[src/rtl/core/orbs_pkg.sv]
// Shared types and constants for the orbit random subset builder.
// No dependencies; every other file of the block refers to this package.
`default_nettype none

package orbs_pkg;

    // Sizing limits of the set and of the orbit
    localparam int MAX_SIZE  = 64;
    localparam int MAX_ORBIT = 8;

    // Field and register widths
    localparam int VALUE_W     = 16;
    localparam int MAP_W       = 64;
    localparam int COUNT_W     = 7;
    localparam int STATUS_W    = 2;
    localparam int MODULUS_W   = 7;
    localparam int ORBIT_REG_W = 4;
    localparam int MULTS_W     = 64;
    localparam int MULT_W      = 8;
    localparam int LIMIT_W     = 9;
    localparam int CFG_DATA_W  = 64;
    localparam int CFG_IDX_W   = 3;

    // Derived widths
    localparam int POS_W  = $clog2(MAX_SIZE);
    localparam int MOD_W  = POS_W + 1;
    localparam int LEN_W  = $clog2(MAX_ORBIT + 1);
    localparam int SUM_W  = COUNT_W + 1;

    // Residue steps: bits consumed per cycle by the modular sequencers
    localparam int STEP_BITS  = 4;
    localparam int FR_STEPS   = VALUE_W / STEP_BITS;
    localparam int FR_STEP_W  = $clog2(FR_STEPS);
    localparam int BK_STEPS   = MULT_W / STEP_BITS;
    localparam int BK_STEP_W  = (BK_STEPS > 1) ? $clog2(BK_STEPS) : 1;

    // Popcount tree
    localparam int NUM_BYTES  = MAP_W / 8;
    localparam int BYTE_CNT_W = 4;

    // Queue between front and back
    localparam int QUEUE_DEPTH = 2;
    localparam int QPTR_W      = $clog2(QUEUE_DEPTH);
    localparam int QCNT_W      = $clog2(QUEUE_DEPTH + 1);

    // Register indexes
    localparam logic [CFG_IDX_W-1:0] CFG_MODULUS     = CFG_IDX_W'(0);
    localparam logic [CFG_IDX_W-1:0] CFG_TARGET      = CFG_IDX_W'(1);
    localparam logic [CFG_IDX_W-1:0] CFG_ORBIT_LEN   = CFG_IDX_W'(2);
    localparam logic [CFG_IDX_W-1:0] CFG_ORBIT_MULTS = CFG_IDX_W'(3);
    localparam logic [CFG_IDX_W-1:0] CFG_TRY_LIMIT   = CFG_IDX_W'(4);

    // Register reset values
    localparam logic [MODULUS_W-1:0]   MODULUS_RST   = MODULUS_W'(64);
    localparam logic [COUNT_W-1:0]     TARGET_RST    = COUNT_W'(1);
    localparam logic [ORBIT_REG_W-1:0] ORBIT_LEN_RST = ORBIT_REG_W'(1);
    localparam logic [MULTS_W-1:0]     MULTS_RST     = MULTS_W'(1);
    localparam logic [LIMIT_W-1:0]     TRY_LIMIT_RST = LIMIT_W'(400);

    typedef enum logic [STATUS_W-1:0] {
        STAT_SEARCHING = 2'd0,
        STAT_FOUND     = 2'd1,
        STAT_GAVE_UP   = 2'd2
    } status_t;

    typedef enum logic {
        KIND_TRY         = 1'b0,
        KIND_ZERO_TARGET = 1'b1
    } kind_t;

    // Effective configuration, already saturated
    typedef struct packed {
        logic [MOD_W-1:0]   modulus;
        logic [COUNT_W-1:0] target;
        logic [LEN_W-1:0]   orbit_len;
        logic [MULTS_W-1:0] mults;
        logic [LIMIT_W-1:0] try_limit;
    } cfg_t;

    typedef struct packed {
        kind_t            kind;
        logic [POS_W-1:0] seed;
    } q_entry_t;

endpackage

`default_nettype wire

[src/rtl/core/orbs_if.sv]
// Valid/ready channel interfaces for the sample input and the report output.
// Depends on orbs_pkg for the field widths.
`default_nettype none

interface orbs_in_if;
    logic                         valid;
    logic                         ready;
    logic [orbs_pkg::VALUE_W-1:0] random_value;

    modport source (output valid, output random_value, input ready);
    modport sink   (input valid, input random_value, output ready);
endinterface

interface orbs_out_if;
    logic                          valid;
    logic                          ready;
    logic [orbs_pkg::STATUS_W-1:0] search_status;
    logic [orbs_pkg::MAP_W-1:0]    selection_map;
    logic [orbs_pkg::COUNT_W-1:0]  selected_count;

    modport source (output valid, output search_status, output selection_map,
                    output selected_count, input ready);
    modport sink   (input valid, input search_status, input selection_map,
                    input selected_count, output ready);
endinterface

`default_nettype wire

[src/rtl/core/orbs_front.sv]
// Front end: accepts a sample, classifies it and reduces it modulo the size.
// Depends on orbs_pkg and orbs_in_if; feeds orbs_queue.
`default_nettype none

module orbs_front (
    input  logic               clk,
    input  logic               rst_n,
    orbs_in_if.sink            sample,
    input  orbs_pkg::cfg_t     cfg,
    input  logic               q_full,
    output logic               q_push,
    output orbs_pkg::q_entry_t q_data
);

    typedef enum logic [1:0] {
        FR_IDLE,
        FR_RUN,
        FR_PUSH
    } fr_state_t;

    fr_state_t                          state_reg, state_next;
    logic [orbs_pkg::VALUE_W-1:0]       value_reg, value_next;
    logic [orbs_pkg::POS_W-1:0]         acc_reg, acc_next;
    logic [orbs_pkg::FR_STEP_W-1:0]     step_reg, step_next;
    orbs_pkg::kind_t                    kind_reg, kind_next;

    always_comb
    begin : next_logic
        logic [orbs_pkg::MOD_W-1:0] trial;
        logic [orbs_pkg::POS_W-1:0] acc;
        trial      = '0;
        acc        = acc_reg;
        state_next = state_reg;
        value_next = value_reg;
        acc_next   = acc_reg;
        step_next  = step_reg;
        kind_next  = kind_reg;
        unique case (state_reg)
            FR_IDLE:
            begin
                if (sample.valid)
                begin
                    value_next = sample.random_value;
                    acc_next   = '0;
                    step_next  = '0;
                    kind_next  = (cfg.target == '0) ? orbs_pkg::KIND_ZERO_TARGET
                                                    : orbs_pkg::KIND_TRY;
                    state_next = FR_RUN;
                end
            end
            FR_RUN:
            begin
                // Restoring remainder, MSB first: acc = (2*acc + bit) mod v
                for (int k = 0; k < orbs_pkg::STEP_BITS; k++)
                begin
                    trial = {acc, value_reg[orbs_pkg::VALUE_W-1-k]};
                    if (trial >= cfg.modulus)
                    begin
                        trial = trial - cfg.modulus;
                    end
                    acc = trial[orbs_pkg::POS_W-1:0];
                end
                acc_next   = acc;
                value_next = value_reg << orbs_pkg::STEP_BITS;
                step_next  = step_reg + 1'b1;
                if (step_reg == orbs_pkg::FR_STEP_W'(orbs_pkg::FR_STEPS - 1))
                begin
                    state_next = FR_PUSH;
                end
            end
            FR_PUSH:
            begin
                if (!q_full)
                begin
                    state_next = FR_IDLE;
                end
            end
            default:
            begin
                state_next = FR_IDLE;
            end
        endcase
    end

    always_ff @(posedge clk or negedge rst_n)
    begin
        if (!rst_n)
        begin
            state_reg <= FR_IDLE;
        end
        else
        begin
            state_reg <= state_next;
            value_reg <= value_next;
            acc_reg   <= acc_next;
            step_reg  <= step_next;
            kind_reg  <= kind_next;
        end
    end

    assign sample.ready = (state_reg == FR_IDLE);
    assign q_push       = (state_reg == FR_PUSH) && !q_full;
    assign q_data       = '{kind: kind_reg, seed: acc_reg};

endmodule

`default_nettype wire

[src/rtl/core/orbs_queue.sv]
// Short queue of reduced samples between the front and back ends.
// Depends on orbs_pkg for the entry type and depth.
`default_nettype none

module orbs_queue (
    input  logic               clk,
    input  logic               rst_n,
    input  logic               push,
    input  orbs_pkg::q_entry_t push_data,
    output logic               full,
    input  logic               pop,
    output orbs_pkg::q_entry_t pop_data,
    output logic               empty
);

    orbs_pkg::q_entry_t              entries_reg [orbs_pkg::QUEUE_DEPTH];
    logic [orbs_pkg::QPTR_W-1:0]     wr_ptr_reg, wr_ptr_next;
    logic [orbs_pkg::QPTR_W-1:0]     rd_ptr_reg, rd_ptr_next;
    logic [orbs_pkg::QCNT_W-1:0]     count_reg, count_next;

    always_comb
    begin
        wr_ptr_next = wr_ptr_reg;
        rd_ptr_next = rd_ptr_reg;
        count_next  = count_reg;
        if (push)
        begin
            wr_ptr_next = (wr_ptr_reg == orbs_pkg::QPTR_W'(orbs_pkg::QUEUE_DEPTH - 1))
                          ? '0 : wr_ptr_reg + 1'b1;
        end
        if (pop)
        begin
            rd_ptr_next = (rd_ptr_reg == orbs_pkg::QPTR_W'(orbs_pkg::QUEUE_DEPTH - 1))
                          ? '0 : rd_ptr_reg + 1'b1;
        end
        case ({push, pop})
            2'b10:   count_next = count_reg + 1'b1;
            2'b01:   count_next = count_reg - 1'b1;
            default: count_next = count_reg;
        endcase
    end

    always_ff @(posedge clk or negedge rst_n)
    begin
        if (!rst_n)
        begin
            wr_ptr_reg <= '0;
            rd_ptr_reg <= '0;
            count_reg  <= '0;
        end
        else
        begin
            wr_ptr_reg <= wr_ptr_next;
            rd_ptr_reg <= rd_ptr_next;
            count_reg  <= count_next;
        end
    end

    always_ff @(posedge clk)
    begin
        if (push)
        begin
            entries_reg[wr_ptr_reg] <= push_data;
        end
    end

    assign full     = (count_reg == orbs_pkg::QCNT_W'(orbs_pkg::QUEUE_DEPTH));
    assign empty    = (count_reg == '0);
    assign pop_data = entries_reg[rd_ptr_reg];

endmodule

`default_nettype wire

[src/rtl/core/orbs_back.sv]
// Back end: expands the orbit of a seed into the member set, counts members,
// decides the search status and holds the report register.
// Depends on orbs_pkg and orbs_out_if; drained from orbs_queue.
`default_nettype none

module orbs_back (
    input  logic               clk,
    input  logic               rst_n,
    input  orbs_pkg::cfg_t     cfg,
    input  logic               q_empty,
    input  orbs_pkg::q_entry_t q_data,
    output logic               q_pop,
    orbs_out_if.source         report
);

    typedef enum logic [2:0] {
        BK_IDLE,
        BK_MUL,
        BK_MERGE,
        BK_CNT_BYTES,
        BK_CNT_SUM,
        BK_DECIDE
    } bk_state_t;

    typedef enum logic {
        MODE_TRY,
        MODE_REPORT
    } bk_mode_t;

    bk_state_t                            state_reg, state_next;
    bk_mode_t                             mode_reg, mode_next;
    orbs_pkg::status_t                    status_reg, status_next;
    logic [orbs_pkg::MAP_W-1:0]           map_reg, map_next;
    logic [orbs_pkg::COUNT_W-1:0]         raw_reg, raw_next;
    logic [orbs_pkg::LIMIT_W-1:0]         tries_reg, tries_next;
    logic [orbs_pkg::POS_W-1:0]           seed_reg, seed_next;
    logic [orbs_pkg::POS_W-1:0]           lane_acc_reg [orbs_pkg::MAX_ORBIT];
    logic [orbs_pkg::POS_W-1:0]           lane_acc_next [orbs_pkg::MAX_ORBIT];
    logic [orbs_pkg::MULT_W-1:0]          lane_mult_reg [orbs_pkg::MAX_ORBIT];
    logic [orbs_pkg::MULT_W-1:0]          lane_mult_next [orbs_pkg::MAX_ORBIT];
    logic [orbs_pkg::BK_STEP_W-1:0]       step_reg, step_next;
    logic [orbs_pkg::SUM_W-1:0]           sum_reg, sum_next;
    logic [orbs_pkg::BYTE_CNT_W-1:0]      byte_cnt_reg [orbs_pkg::NUM_BYTES];
    logic [orbs_pkg::BYTE_CNT_W-1:0]      byte_cnt_next [orbs_pkg::NUM_BYTES];
    logic [orbs_pkg::COUNT_W-1:0]         pc_reg, pc_next;
    logic                                 out_valid_reg, out_valid_next;
    orbs_pkg::status_t                    out_status_reg, out_status_next;
    logic [orbs_pkg::MAP_W-1:0]           out_map_reg, out_map_next;
    logic [orbs_pkg::COUNT_W-1:0]         out_count_reg, out_count_next;

    function automatic logic [orbs_pkg::BYTE_CNT_W-1:0] popcount8(input logic [7:0] b);
        logic [orbs_pkg::BYTE_CNT_W-1:0] n;
        n = '0;
        for (int i = 0; i < 8; i++)
        begin
            n = n + orbs_pkg::BYTE_CNT_W'(b[i]);
        end
        return n;
    endfunction

    always_comb
    begin : next_logic
        logic [orbs_pkg::POS_W+1:0]   trial;
        logic [orbs_pkg::POS_W-1:0]   acc;
        logic [orbs_pkg::MOD_W:0]     mod2;
        logic [orbs_pkg::SUM_W-1:0]   settled;
        logic                         over;
        orbs_pkg::status_t            st;
        logic [orbs_pkg::COUNT_W-1:0] total;

        trial   = '0;
        acc     = '0;
        mod2    = {cfg.modulus, 1'b0};
        settled = '0;
        over    = 1'b0;
        st      = orbs_pkg::STAT_SEARCHING;
        total   = '0;

        state_next      = state_reg;
        mode_next       = mode_reg;
        status_next     = status_reg;
        map_next        = map_reg;
        raw_next        = raw_reg;
        tries_next      = tries_reg;
        seed_next       = seed_reg;
        lane_acc_next   = lane_acc_reg;
        lane_mult_next  = lane_mult_reg;
        step_next       = step_reg;
        sum_next        = sum_reg;
        byte_cnt_next   = byte_cnt_reg;
        pc_next         = pc_reg;
        out_valid_next  = out_valid_reg;
        out_status_next = out_status_reg;
        out_map_next    = out_map_reg;
        out_count_next  = out_count_reg;
        q_pop           = 1'b0;

        // Drop the report once it has been transferred
        if (out_valid_reg && report.ready)
        begin
            out_valid_next = 1'b0;
        end

        unique case (state_reg)
            BK_IDLE:
            begin
                if (!q_empty)
                begin
                    q_pop     = 1'b1;
                    seed_next = q_data.seed;
                    step_next = '0;
                    for (int j = 0; j < orbs_pkg::MAX_ORBIT; j++)
                    begin
                        lane_acc_next[j]  = '0;
                        lane_mult_next[j] = cfg.mults[orbs_pkg::MULT_W*j +: orbs_pkg::MULT_W];
                    end
                    if (q_data.kind == orbs_pkg::KIND_ZERO_TARGET)
                    begin
                        // Found at once with an empty set
                        map_next    = '0;
                        raw_next    = '0;
                        tries_next  = '0;
                        mode_next   = MODE_REPORT;
                        status_next = orbs_pkg::STAT_FOUND;
                        state_next  = BK_CNT_BYTES;
                    end
                    else if (tries_reg >= cfg.try_limit)
                    begin
                        mode_next   = MODE_REPORT;
                        status_next = orbs_pkg::STAT_GAVE_UP;
                        state_next  = BK_CNT_BYTES;
                    end
                    else
                    begin
                        tries_next = tries_reg + 1'b1;
                        mode_next  = MODE_TRY;
                        state_next = BK_MUL;
                    end
                end
            end
            BK_MUL:
            begin
                // Per lane, MSB first: acc = (2*acc + bit*seed) mod v
                for (int j = 0; j < orbs_pkg::MAX_ORBIT; j++)
                begin
                    acc = lane_acc_reg[j];
                    for (int k = 0; k < orbs_pkg::STEP_BITS; k++)
                    begin
                        trial = {1'b0, acc, 1'b0}
                              + (lane_mult_reg[j][orbs_pkg::MULT_W-1-k]
                                 ? {2'b00, seed_reg} : '0);
                        if (trial >= mod2)
                        begin
                            trial = trial - mod2;
                        end
                        else if (trial >= {1'b0, cfg.modulus})
                        begin
                            trial = trial - {1'b0, cfg.modulus};
                        end
                        acc = trial[orbs_pkg::POS_W-1:0];
                    end
                    lane_acc_next[j]  = acc;
                    lane_mult_next[j] = lane_mult_reg[j] << orbs_pkg::STEP_BITS;
                end
                step_next = step_reg + 1'b1;
                if (step_reg == orbs_pkg::BK_STEP_W'(orbs_pkg::BK_STEPS - 1))
                begin
                    state_next = BK_MERGE;
                end
            end
            BK_MERGE:
            begin
                for (int j = 0; j < orbs_pkg::MAX_ORBIT; j++)
                begin
                    if (orbs_pkg::LEN_W'(j) < cfg.orbit_len)
                    begin
                        map_next[lane_acc_reg[j]] = 1'b1;
                    end
                end
                sum_next   = orbs_pkg::SUM_W'(raw_reg) + orbs_pkg::SUM_W'(cfg.orbit_len);
                state_next = BK_CNT_BYTES;
            end
            BK_CNT_BYTES:
            begin
                for (int b = 0; b < orbs_pkg::NUM_BYTES; b++)
                begin
                    byte_cnt_next[b] = popcount8(map_reg[8*b +: 8]);
                end
                state_next = BK_CNT_SUM;
            end
            BK_CNT_SUM:
            begin
                for (int b = 0; b < orbs_pkg::NUM_BYTES; b++)
                begin
                    total = total + orbs_pkg::COUNT_W'(byte_cnt_reg[b]);
                end
                pc_next    = total;
                state_next = BK_DECIDE;
            end
            BK_DECIDE:
            begin
                // Hold until the report register is free
                if (!out_valid_reg || report.ready)
                begin
                    out_map_next   = map_reg;
                    out_count_next = pc_reg;
                    if (mode_reg == MODE_TRY)
                    begin
                        // Raw count reached the target: replace it by the distinct count
                        settled = (sum_reg >= orbs_pkg::SUM_W'(cfg.target))
                                  ? orbs_pkg::SUM_W'(pc_reg) : sum_reg;
                        over    = settled > orbs_pkg::SUM_W'(cfg.target);
                        if (over)
                        begin
                            map_next       = '0;
                            raw_next       = '0;
                            out_map_next   = '0;
                            out_count_next = '0;
                        end
                        else
                        begin
                            raw_next = settled[orbs_pkg::COUNT_W-1:0];
                            if (settled == orbs_pkg::SUM_W'(cfg.target))
                            begin
                                st = orbs_pkg::STAT_FOUND;
                            end
                        end
                    end
                    else
                    begin
                        st = status_reg;
                    end
                    if (st != orbs_pkg::STAT_SEARCHING)
                    begin
                        map_next   = '0;
                        raw_next   = '0;
                        tries_next = '0;
                    end
                    out_status_next = st;
                    out_valid_next  = 1'b1;
                    state_next      = BK_IDLE;
                end
            end
            default:
            begin
                state_next = BK_IDLE;
            end
        endcase
    end

    always_ff @(posedge clk or negedge rst_n)
    begin
        if (!rst_n)
        begin
            state_reg     <= BK_IDLE;
            map_reg       <= '0;
            raw_reg       <= '0;
            tries_reg     <= '0;
            out_valid_reg <= 1'b0;
        end
        else
        begin
            state_reg      <= state_next;
            mode_reg       <= mode_next;
            status_reg     <= status_next;
            map_reg        <= map_next;
            raw_reg        <= raw_next;
            tries_reg      <= tries_next;
            seed_reg       <= seed_next;
            lane_acc_reg   <= lane_acc_next;
            lane_mult_reg  <= lane_mult_next;
            step_reg       <= step_next;
            sum_reg        <= sum_next;
            byte_cnt_reg   <= byte_cnt_next;
            pc_reg         <= pc_next;
            out_valid_reg  <= out_valid_next;
            out_status_reg <= out_status_next;
            out_map_reg    <= out_map_next;
            out_count_reg  <= out_count_next;
        end
    end

    assign report.valid          = out_valid_reg;
    assign report.search_status  = out_status_reg;
    assign report.selection_map  = out_map_reg;
    assign report.selected_count = out_count_reg;

endmodule

`default_nettype wire

[src/rtl/core/orbit_random_subset_builder_unit.sv]
// A sample transfer becomes a report through the front end (reduce, push), the queue and the
// back end; a try that finds the budget spent or the target zero skips the multiply and merge.
// The back end takes one try at a time (pop, lane modular multiply, merge, byte popcount, sum
// of the byte counts, decide); the front end runs ahead through a 2-entry queue.
// Reset: configuration to its defaults, member set and counters cleared,
// queue emptied; the front end is idle and ready for a sample out of reset.
`default_nettype none

module orbit_random_subset_builder_unit (
    input  logic                                clk,
    input  logic                                rst_n,
    orbs_in_if.sink                             sample,
    orbs_out_if.source                          report,
    input  logic                                cfg_write,
    input  logic [orbs_pkg::CFG_IDX_W-1:0]      cfg_index,
    input  logic [orbs_pkg::CFG_DATA_W-1:0]     cfg_data
);

    logic [orbs_pkg::MODULUS_W-1:0]   modulus_reg;
    logic [orbs_pkg::COUNT_W-1:0]     target_reg;
    logic [orbs_pkg::ORBIT_REG_W-1:0] orbit_len_reg;
    logic [orbs_pkg::MULTS_W-1:0]     mults_reg;
    logic [orbs_pkg::LIMIT_W-1:0]     try_limit_reg;

    orbs_pkg::cfg_t     cfg;
    logic               q_push;
    orbs_pkg::q_entry_t q_push_data;
    logic               q_full;
    logic               q_pop;
    orbs_pkg::q_entry_t q_pop_data;
    logic               q_empty;

    always_ff @(posedge clk or negedge rst_n)
    begin
        if (!rst_n)
        begin
            modulus_reg   <= orbs_pkg::MODULUS_RST;
            target_reg    <= orbs_pkg::TARGET_RST;
            orbit_len_reg <= orbs_pkg::ORBIT_LEN_RST;
            mults_reg     <= orbs_pkg::MULTS_RST;
            try_limit_reg <= orbs_pkg::TRY_LIMIT_RST;
        end
        else if (cfg_write)
        begin
            unique case (cfg_index)
                orbs_pkg::CFG_MODULUS:     modulus_reg   <= cfg_data[orbs_pkg::MODULUS_W-1:0];
                orbs_pkg::CFG_TARGET:      target_reg    <= cfg_data[orbs_pkg::COUNT_W-1:0];
                orbs_pkg::CFG_ORBIT_LEN:   orbit_len_reg <= cfg_data[orbs_pkg::ORBIT_REG_W-1:0];
                orbs_pkg::CFG_ORBIT_MULTS: mults_reg     <= cfg_data[orbs_pkg::MULTS_W-1:0];
                orbs_pkg::CFG_TRY_LIMIT:   try_limit_reg <= cfg_data[orbs_pkg::LIMIT_W-1:0];
                default:                   ;
            endcase
        end
    end

    // Saturate modulus to 1..MAX_SIZE and orbit length to MAX_ORBIT
    always_comb
    begin
        if (modulus_reg == '0)
        begin
            cfg.modulus = orbs_pkg::MOD_W'(1);
        end
        else if (modulus_reg > orbs_pkg::MODULUS_W'(orbs_pkg::MAX_SIZE))
        begin
            cfg.modulus = orbs_pkg::MOD_W'(orbs_pkg::MAX_SIZE);
        end
        else
        begin
            cfg.modulus = orbs_pkg::MOD_W'(modulus_reg);
        end
        if (orbit_len_reg > orbs_pkg::ORBIT_REG_W'(orbs_pkg::MAX_ORBIT))
        begin
            cfg.orbit_len = orbs_pkg::LEN_W'(orbs_pkg::MAX_ORBIT);
        end
        else
        begin
            cfg.orbit_len = orbs_pkg::LEN_W'(orbit_len_reg);
        end
        cfg.target    = target_reg;
        cfg.mults     = mults_reg;
        cfg.try_limit = try_limit_reg;
    end

    orbs_front u_front (
        .clk    (clk),
        .rst_n  (rst_n),
        .sample (sample),
        .cfg    (cfg),
        .q_full (q_full),
        .q_push (q_push),
        .q_data (q_push_data)
    );

    orbs_queue u_queue (
        .clk       (clk),
        .rst_n     (rst_n),
        .push      (q_push),
        .push_data (q_push_data),
        .full      (q_full),
        .pop       (q_pop),
        .pop_data  (q_pop_data),
        .empty     (q_empty)
    );

    orbs_back u_back (
        .clk     (clk),
        .rst_n   (rst_n),
        .cfg     (cfg),
        .q_empty (q_empty),
        .q_data  (q_pop_data),
        .q_pop   (q_pop),
        .report  (report)
    );

endmodule

`default_nettype wire

[src/flat_wrapper.sv]
// flat-port wrapper written by rule: the top's interface ports become plain ports
module orbit_random_subset_builder_unit_flat 
  (clk, rst_n, cfg_write, cfg_index, cfg_data, sample_valid, sample_random_value, sample_ready, report_valid, report_search_status, report_selection_map, report_selected_count, report_ready);
  orbs_in_if sample_i ();
  orbs_out_if report_i ();
  input  logic clk;
  input  logic rst_n;
  input  logic cfg_write;
  input  logic [orbs_pkg::CFG_IDX_W-1:0] cfg_index;
  input  logic [orbs_pkg::CFG_DATA_W-1:0] cfg_data;
  input wire logic [$bits(sample_i.valid)-1:0] sample_valid;
  input wire logic [$bits(sample_i.random_value)-1:0] sample_random_value;
  output wire logic [$bits(sample_i.ready)-1:0] sample_ready;
  output wire logic [$bits(report_i.valid)-1:0] report_valid;
  output wire logic [$bits(report_i.search_status)-1:0] report_search_status;
  output wire logic [$bits(report_i.selection_map)-1:0] report_selection_map;
  output wire logic [$bits(report_i.selected_count)-1:0] report_selected_count;
  input wire logic [$bits(report_i.ready)-1:0] report_ready;
  assign sample_i.valid = sample_valid;
  assign sample_i.random_value = sample_random_value;
  assign sample_ready = sample_i.ready;
  assign report_valid = report_i.valid;
  assign report_search_status = report_i.search_status;
  assign report_selection_map = report_i.selection_map;
  assign report_selected_count = report_i.selected_count;
  assign report_i.ready = report_ready;
  orbit_random_subset_builder_unit u_core (.clk(clk), .rst_n(rst_n), .sample(sample_i), .report(report_i), .cfg_write(cfg_write), .cfg_index(cfg_index), .cfg_data(cfg_data));
endmodule
[config.mk]
export PLATFORM = sky130hd
export DESIGN_NAME = orbit_random_subset_builder_unit_flat
export DESIGN_NICKNAME = d
export VERILOG_FILES = /design/src/rtl/core/orbs_pkg.sv /design/src/rtl/core/orbs_if.sv /design/src/rtl/core/orbs_front.sv /design/src/rtl/core/orbs_queue.sv /design/src/rtl/core/orbs_back.sv /design/src/rtl/core/orbit_random_subset_builder_unit.sv /design/src/flat_wrapper.sv
export SDC_FILE = /design/constraint.sdc
export NUM_CORES = 2
export LEC_CHECK = 0
export BUFFER_PORTS_ARGS = -buffer_cell sky130_fd_sc_hd__buf_2
export CORE_MARGIN = 10
export CORE_UTILIZATION = 58
export DETAILED_ROUTE_END_ITERATION = 16
export PLACE_DENSITY = 0.82
export SLEW_MARGIN = 0
export SYNTH_ARGS = -nofsm -noshare
export SYNTH_HDL_FRONTEND = slang
export SYNTH_HIERARCHICAL = 1
export SYNTH_SLANG_ARGS = --single-unit
[constraint.sdc]
create_clock -name clk -period 22.4 [get_ports clk]
set_clock_uncertainty 0.1 [all_clocks]
set_input_delay 1.12 -clock clk [delete_from_list [all_inputs] [get_ports clk]]
set_output_delay 1.12 -clock clk [all_outputs]
set_load 0.02 [all_outputs]
# After elaboration in Yosys (flattened, before gate mapping)
# Memories as Yosys holds them, arrays and structs flattened.
# Cells that the tools add are included.
[totals]
reg_bits = 448
latch_bits = 0
ramBits = 14
mem_bits_ro = 0
in_bits = 88
out_inout_bits = 75
wordCells = 624
n_memories = 1
[mem_list]
columns = ["name", "depth", "word_bits", "read_ports", "rd_ports_with_merged_regs", "write_ports", "line", "text"]
rows = [
  ["u_core.u_queue.entries_reg", 2, 7, 1, 0, 1, "orbs_queue.sv:16", "orbs_pkg::q_entry_t entries_reg [orbs_pkg::QUEUE_DEPTH];"],
]
[classes]
addsub = 171
multipliers = 0
n_div = 0
n_lt_le_gt_ge = 97
eq_ne = 26
shift = 0
n_mux = 224
bitwise_logic = 9
n_reduce_logical = 45
[op_table]
columns = ["cell", "count"]
rows = [
  ["64-bit 2-to-1 mux", 22],
  ["6-bit 2-to-1 mux", 128],
  ["64-bit OR", 8],
  ["6-bit subtractor", 68],
  ["8-bit by 7-bit >= comparator with 1-bit output", 33],
  ["7-bit by 6-bit adder with 8-bit output", 32],
  ["8-bit >= comparator", 32],
  ["64-bit one-hot mux with 3 select lines", 1],
  ["4-bit by 1-bit adder with 4-bit output", 32],
  ["64-bit one-hot mux with 2 select lines", 1],
  ["48-bit one-hot mux with 2 select lines", 1],
  ["7-bit 2-to-1 mux", 10],
  ["6-bit by 7-bit < comparator with 1-bit output (second input constant)", 8],
  ["1-bit demux with 6-bit select", 8],
  ["6-bit by 1-bit >= comparator with 1-bit output (second input constant)", 8],
  ["48-bit 2-to-1 mux", 1],
  ["9-bit 2-to-1 mux", 5],
  ["3-bit by 1-bit adder with 4-bit output", 8],
  ["16-bit one-hot mux with 2 select lines", 1],
  ["7-bit by 4-bit adder with 7-bit output", 4],
  ["7-bit >= comparator", 4],
  ["2-bit by 1-bit adder with 3-bit output", 8],
  ["1-bit 2-to-1 mux", 22],
  ["3-bit AND reduction", 7],
  ["50 further kinds", 120],
]

# Depth between registers and ports, before layout
[logic_depth]
ltp_word = 28
depth_mapped = 60
ltp_nobuf = 57

# Modules after synthesis
# Netlist, hierarchy kept.
[modules_own_cells]
columns = ["module", "n_inst", "cells_each", "area_per_inst_um2"]
rows = [
  ["orbs_back", 1, 5220, 45068.2],
  ["orbit_random_subset_builder_unit", 1, 209, 3771.1],
  ["orbs_front", 1, 279, 2497.4],
  ["orbs_queue", 1, 38, 690.7],
]

# Least setup slack after synthesis
# No wires, ideal clock.
[synth_timing]
path_kind = "register to register"
startpoint = "register u_core/modulus_reg[6] (netlist bit)"
endpoint = "register u_core/u_back/lane_acc_reg[2] (netlist bit) (data pin)"
setup_time_ns = 0.270
arrival_time_ns = 18.986
setup_slack_ns = 3.044
stages_incl_launch_ff = 49
period_less_slack_ns = 19.356
path_cell_list = "dfstp_2 > nor2b_1 > inv_1 > ha_1 > and3_1 > a31o_2 > o31a_1 > or3_1 > clkbuf_1 > nand2_1 > mux2i_1 > ha_1 > inv_1 > fa_1 > inv_1 > ha_1 > nor2b_1 > o21ai_0 > [... 13 more ...] > a221oi_1 > o21ai_0 > a21oi_1 > mux2_2 > mux2i_1 > inv_1 > fa_1 > xnor2_1 > ha_1 > inv_1 > o21bai_1 > a221o_1 > a21o_1 > a21o_1 > a21oi_1 > clkbuf_1 > nand2b_1 > a21oi_1"
[synth_lines]
columns = ["element", "line", "text"]
rows = [
  ["start, declared", "orbit_random_subset_builder_unit.sv:19", "logic [orbs_pkg::MODULUS_W-1:0] modulus_reg;"],
  ["start signal, assigned", "orbit_random_subset_builder_unit.sv:37", "modulus_reg <= orbs_pkg::MODULUS_RST;"],
  ["start signal, assigned", "orbit_random_subset_builder_unit.sv:46", "orbs_pkg::CFG_MODULUS: modulus_reg <= cfg_data[orbs_pkg::MODULUS_W-1:0];"],
  ["end signal, assigned", "orbs_back.sv:270", "lane_acc_reg <= lane_acc_next;"],
  ["end, declared", "orbs_back.sv:37", "logic [orbs_pkg::POS_W-1:0] lane_acc_reg [orbs_pkg::MAX_ORBIT];"],
]

# Final worst setup path
[layout_timing]
startpoint = "register u_core/u_back/seed_reg[2] (netlist bit)"
endpoint = "register u_core/u_back/lane_acc_reg[18] (netlist bit) (data pin)"
[layout_via]
elab_chain_cells = 21
[layout_lines]
columns = ["element", "line", "text"]
rows = [
  ["start, declared", "orbs_back.sv:36", "logic [orbs_pkg::POS_W-1:0] seed_reg, seed_next;"],
  ["start signal, assigned", "orbs_back.sv:269", "seed_reg <= seed_next;"],
  ["6-bit 2-to-1 mux", "orbs_back.sv:151", "? {2'b00, seed_reg} : '0);"],
  ["7-bit by 6-bit adder with 8-bit output", "orbs_back.sv:150", "+ (lane_mult_reg[j][orbs_pkg::MULT_W-1-k]"],
  ["8-bit by 7-bit >= comparator with 1-bit output or 6-bit subtractor (tied branches)", "orbs_back.sv:156, orbs_back.sv:158", ""],
  ["6-bit 2-to-1 mux", "orbs_back.sv:156", "else if (trial >= {1'b0, cfg.modulus})"],
  ["6-bit 2-to-1 mux", "orbs_back.sv:152", "if (trial >= mod2)"],
  ["6-bit 2-to-1 mux", "orbs_back.sv:104", "unique case (state_reg)"],
  ["7-bit by 6-bit adder with 8-bit output", "orbs_back.sv:150", ""],
  ["8-bit by 7-bit >= comparator with 1-bit output or 6-bit subtractor (tied branches)", "orbs_back.sv:156, orbs_back.sv:158", ""],
  ["[... 5 more ...]", "--", ""],
  ["6-bit 2-to-1 mux", "orbs_back.sv:156", ""],
  ["6-bit 2-to-1 mux", "orbs_back.sv:152", ""],
  ["6-bit 2-to-1 mux", "orbs_back.sv:104", ""],
  ["7-bit by 6-bit adder with 8-bit output *", "orbs_back.sv:150", ""],
  ["8-bit by 7-bit >= comparator with 1-bit output", "orbs_back.sv:156", ""],
  ["6-bit 2-to-1 mux", "orbs_back.sv:156", ""],
  ["6-bit 2-to-1 mux *", "orbs_back.sv:152", ""],
  ["48-bit one-hot mux with 2 select lines *", "orbs_back.sv:104", ""],
]
# Mark *: on every way between the ends. The rest lies on a longest branch, timed or not. The select of a mux whose other input is x is not followed.
# A chain may end at the register's enable or synchronous reset.

==> run_results.csv <==
group,metric,value,unit
cts,insertion_delay,0.65,ns
timing,maxSlewViolCount,0,
grt,track_usage,29.1,%
final_layout,num_antenna_cells,0,
logic_synthesis,synth_edf_count,281,
cts,ctsResizeCount,0,
timing,finalSetupViolCount,0,
status,status,"finished clean",
setup_path,cp_common_cell,"ha_1",
cts,cts_tree,"done",
logic_synthesis,ys_seq_area_share,24.9,%
cts,path_clk_slew,0.06,ns
floorplan,start_util,58.7,%
placed_design,place.gp.congestion,0.995,
logic_synthesis,synth_top_cell_area_share,17.0,%
setup_path,r2r_cells,51,
logic_synthesis,synthTopCellsByArea,"ha_1 (17%), edfxtp_1 (16%), dfrtp_1 (8.4%)",
logic_synthesis,synthArstFlopShare,39.2,%
grt,grt_pass1_vias,44500,
setup_path,worstPathRequired,22.62,ns
route,drtAntennaViolNets,0,
setup_path,crit_arrival,14.02,ns
route,wl_per_cell,21.9,um
logic_synthesis,yosysWarnings,6,
timing,fmax,72.5,MHz
placed_design,io_buffer_count,162,
logic_synthesis,synth_fp_nets,6695,
hold_path,hold_path.class,"reg -> reg",
setup_path,setup.worst_path.start_class,"flip-flop",
job,max_cap_viol_count,0,
timing,tightestPinTransition,1.28,ns
cts,root_buffer,"clkbuf_16",
placed_design,placed_area,54100,sq um
floorplan,rows,109,
route,first_pass_iters,9,
timing,period_minus_slack,13.80,ns
cts,cts.hold.buffers_added,0,
floorplan,dieArea,102000,sq um
grt,grt_pass1_wl,241000,um
setup_path,cp_slowest_stage_delay,0.66,ns
route,drtIter0Drc,4478,
cts,cts_buffers,51,
logic_synthesis,synth_top_area_cell,"ha_1",
timing,layout_worst_path_cycle_share,61.6,%
floorplan,die_y,320,um
final_layout,num-nets-final,6802,
cts,htreeDepth,2,
logic_synthesis,synth.most_common_cell,"ha_1",
final_layout,final_cell_area,55900,sq um
setup_path,crit_fanout,19,
logic_synthesis,post_synth.cell_area_avg,9.05,sq um
setup_path,cpMaxStageDelayCell,"fa_1",
cts,cts_sinks,462,
grt,grt_start_max_net_pins,83,
logic_synthesis,synth_common_cells,"ha_1 (705), nand2_1 (439), inv_1 (432)",
logic_synthesis,synth_top_flop_cell,"edfxtp_1",
logic_synthesis,yosysUniqueCellTypes,108,
logic_synthesis,synth_area,52000,sq um
logic_synthesis,ys_ff_latch,462,
cts,post-cts-setup-buffer-count,0,
grt,grt_remaining_overflow,0,
hold_path,hold_depth,0,
logic_synthesis,synthCells,5746,
floorplan,die_x,320,um
route,drc,0,
cts,cts_buffer_depth,3,
route,num_vias,45000,
final_layout,syn2layout_area_growth,7.36,%
timing,maxSlewHeadroom,14.7,%
route,viasPerCell,6.38,
final_layout,drive_gt1_share,9.04,%
setup_path,critPathKind,"reg -> reg",
placed_design,dp_hpwl,117000,um
setup_path,crit_path_end_kind,"flip-flop",
route,drt_wl_total,155000,um
floorplan,core,88600,sq um
floorplan,boundaryPins,163,
timing,rsz0062_at_grt,"false",
grt,antenna_found_initial,4,
timing,hold_viol_final,0,
timing,fin_setup_tns,0,ns
[layout make-up]
type	instances	area, sq um
clock inverters	32	363
multi-input cells	4692	36800
repair buffers	214	1230
clock buffers	64	1400
well taps	1165	1460
flip-flops and latches	462	13000
inverters	432	1620
fillers	7246	32800
[layer usage]
layer,GRT usage (%),wire (um),vias to the layer above
met4,13.8,8230,0
li1,-,-,21100
met1,37.7,64700,21500
met3,4.31,12200,442
met2,47.4,69800,1943
met5,0,0,-
[worst paths after layout]
path	startpoint	endpoint	slack (ns)
hold reg to reg	u_core/u_front/kind_reg	u_core/u_queue/entries_reg[1][6]	0.38
min in group asynchronous	rst_n	u_core/u_back/map_reg[49]	0.40
setup reg to reg	u_core/u_back/seed_reg[2]	u_core/u_back/lane_acc_reg[18]	8.60
hold / removal	u_core/u_front/kind_reg	u_core/u_queue/entries_reg[1][6]	0.38
setup / recovery	u_core/u_back/seed_reg[2]	u_core/u_back/lane_acc_reg[18]	8.60
max in group asynchronous	rst_n	u_core/mults_reg[61]	20.48
[critical path, delay by kind of cell, from the launching register on]
| kind | cells | cell delay (ns) |
|---|---|---|
| compound gates | 23 | 5.19 |
| fa+ha+maj | 9 | 3.33 |
| simple gates | 10 | 2.25 |
| buf+inv | 4 | 0.87 |
| mux | 3 | 0.82 |
| xor+xnor | 2 | 0.53 |
| flops | 1 | 0.34 |
[placed cells by master, fill, tap and decap left out, types with 106 or more instances in the layout]
master and n:
and2_1 206, xor2_1 106, mux2i_1 135, fa_1 156
nand2b_1 108, dfrtp_1 174, nand2_1 439, a21oi_1 400
ha_1 705, nor2b_1 199, nor2_1 324, a21o_1 130
inv_1 426, edfxtp_1 281, buf_2 161, o21ai_0 344
xnor2_1 200
[stage by stage]
step | util [%] | hold slack, ns | std cells | worst slack, ns
floorplan | - | 0.349 | 5746 | 3.04
global placement | 61.0 | 0.349 | 6965 | 9.02
detailed placement | 61.0 | 0.371 | 6965 | 8.86
CTS | 63.0 | 0.389 | 7061 | 8.76
global route | 63.0 | 0.397 | 7061 | 7.73
finish | 63.0 | 0.380 | 7061 | 8.60
[cell families after synthesis]
| family | share of synthesized area [%] |
|---|---|
| flip-flops | 24.9 |
| AND/OR/NAND/NOR | 17.0 |
| multiplexers | 5.79 |
| AO/OA/AOI/OAI | 19.8 |
| XOR/XNOR | 5.15 |
| adder cells (fa/ha/maj) | 23.0 |
| buffers and inverters | 4.42 |
Power is not shown: default switching activity piles up to over one toggle a cycle in this logic, so the estimate is an artifact.
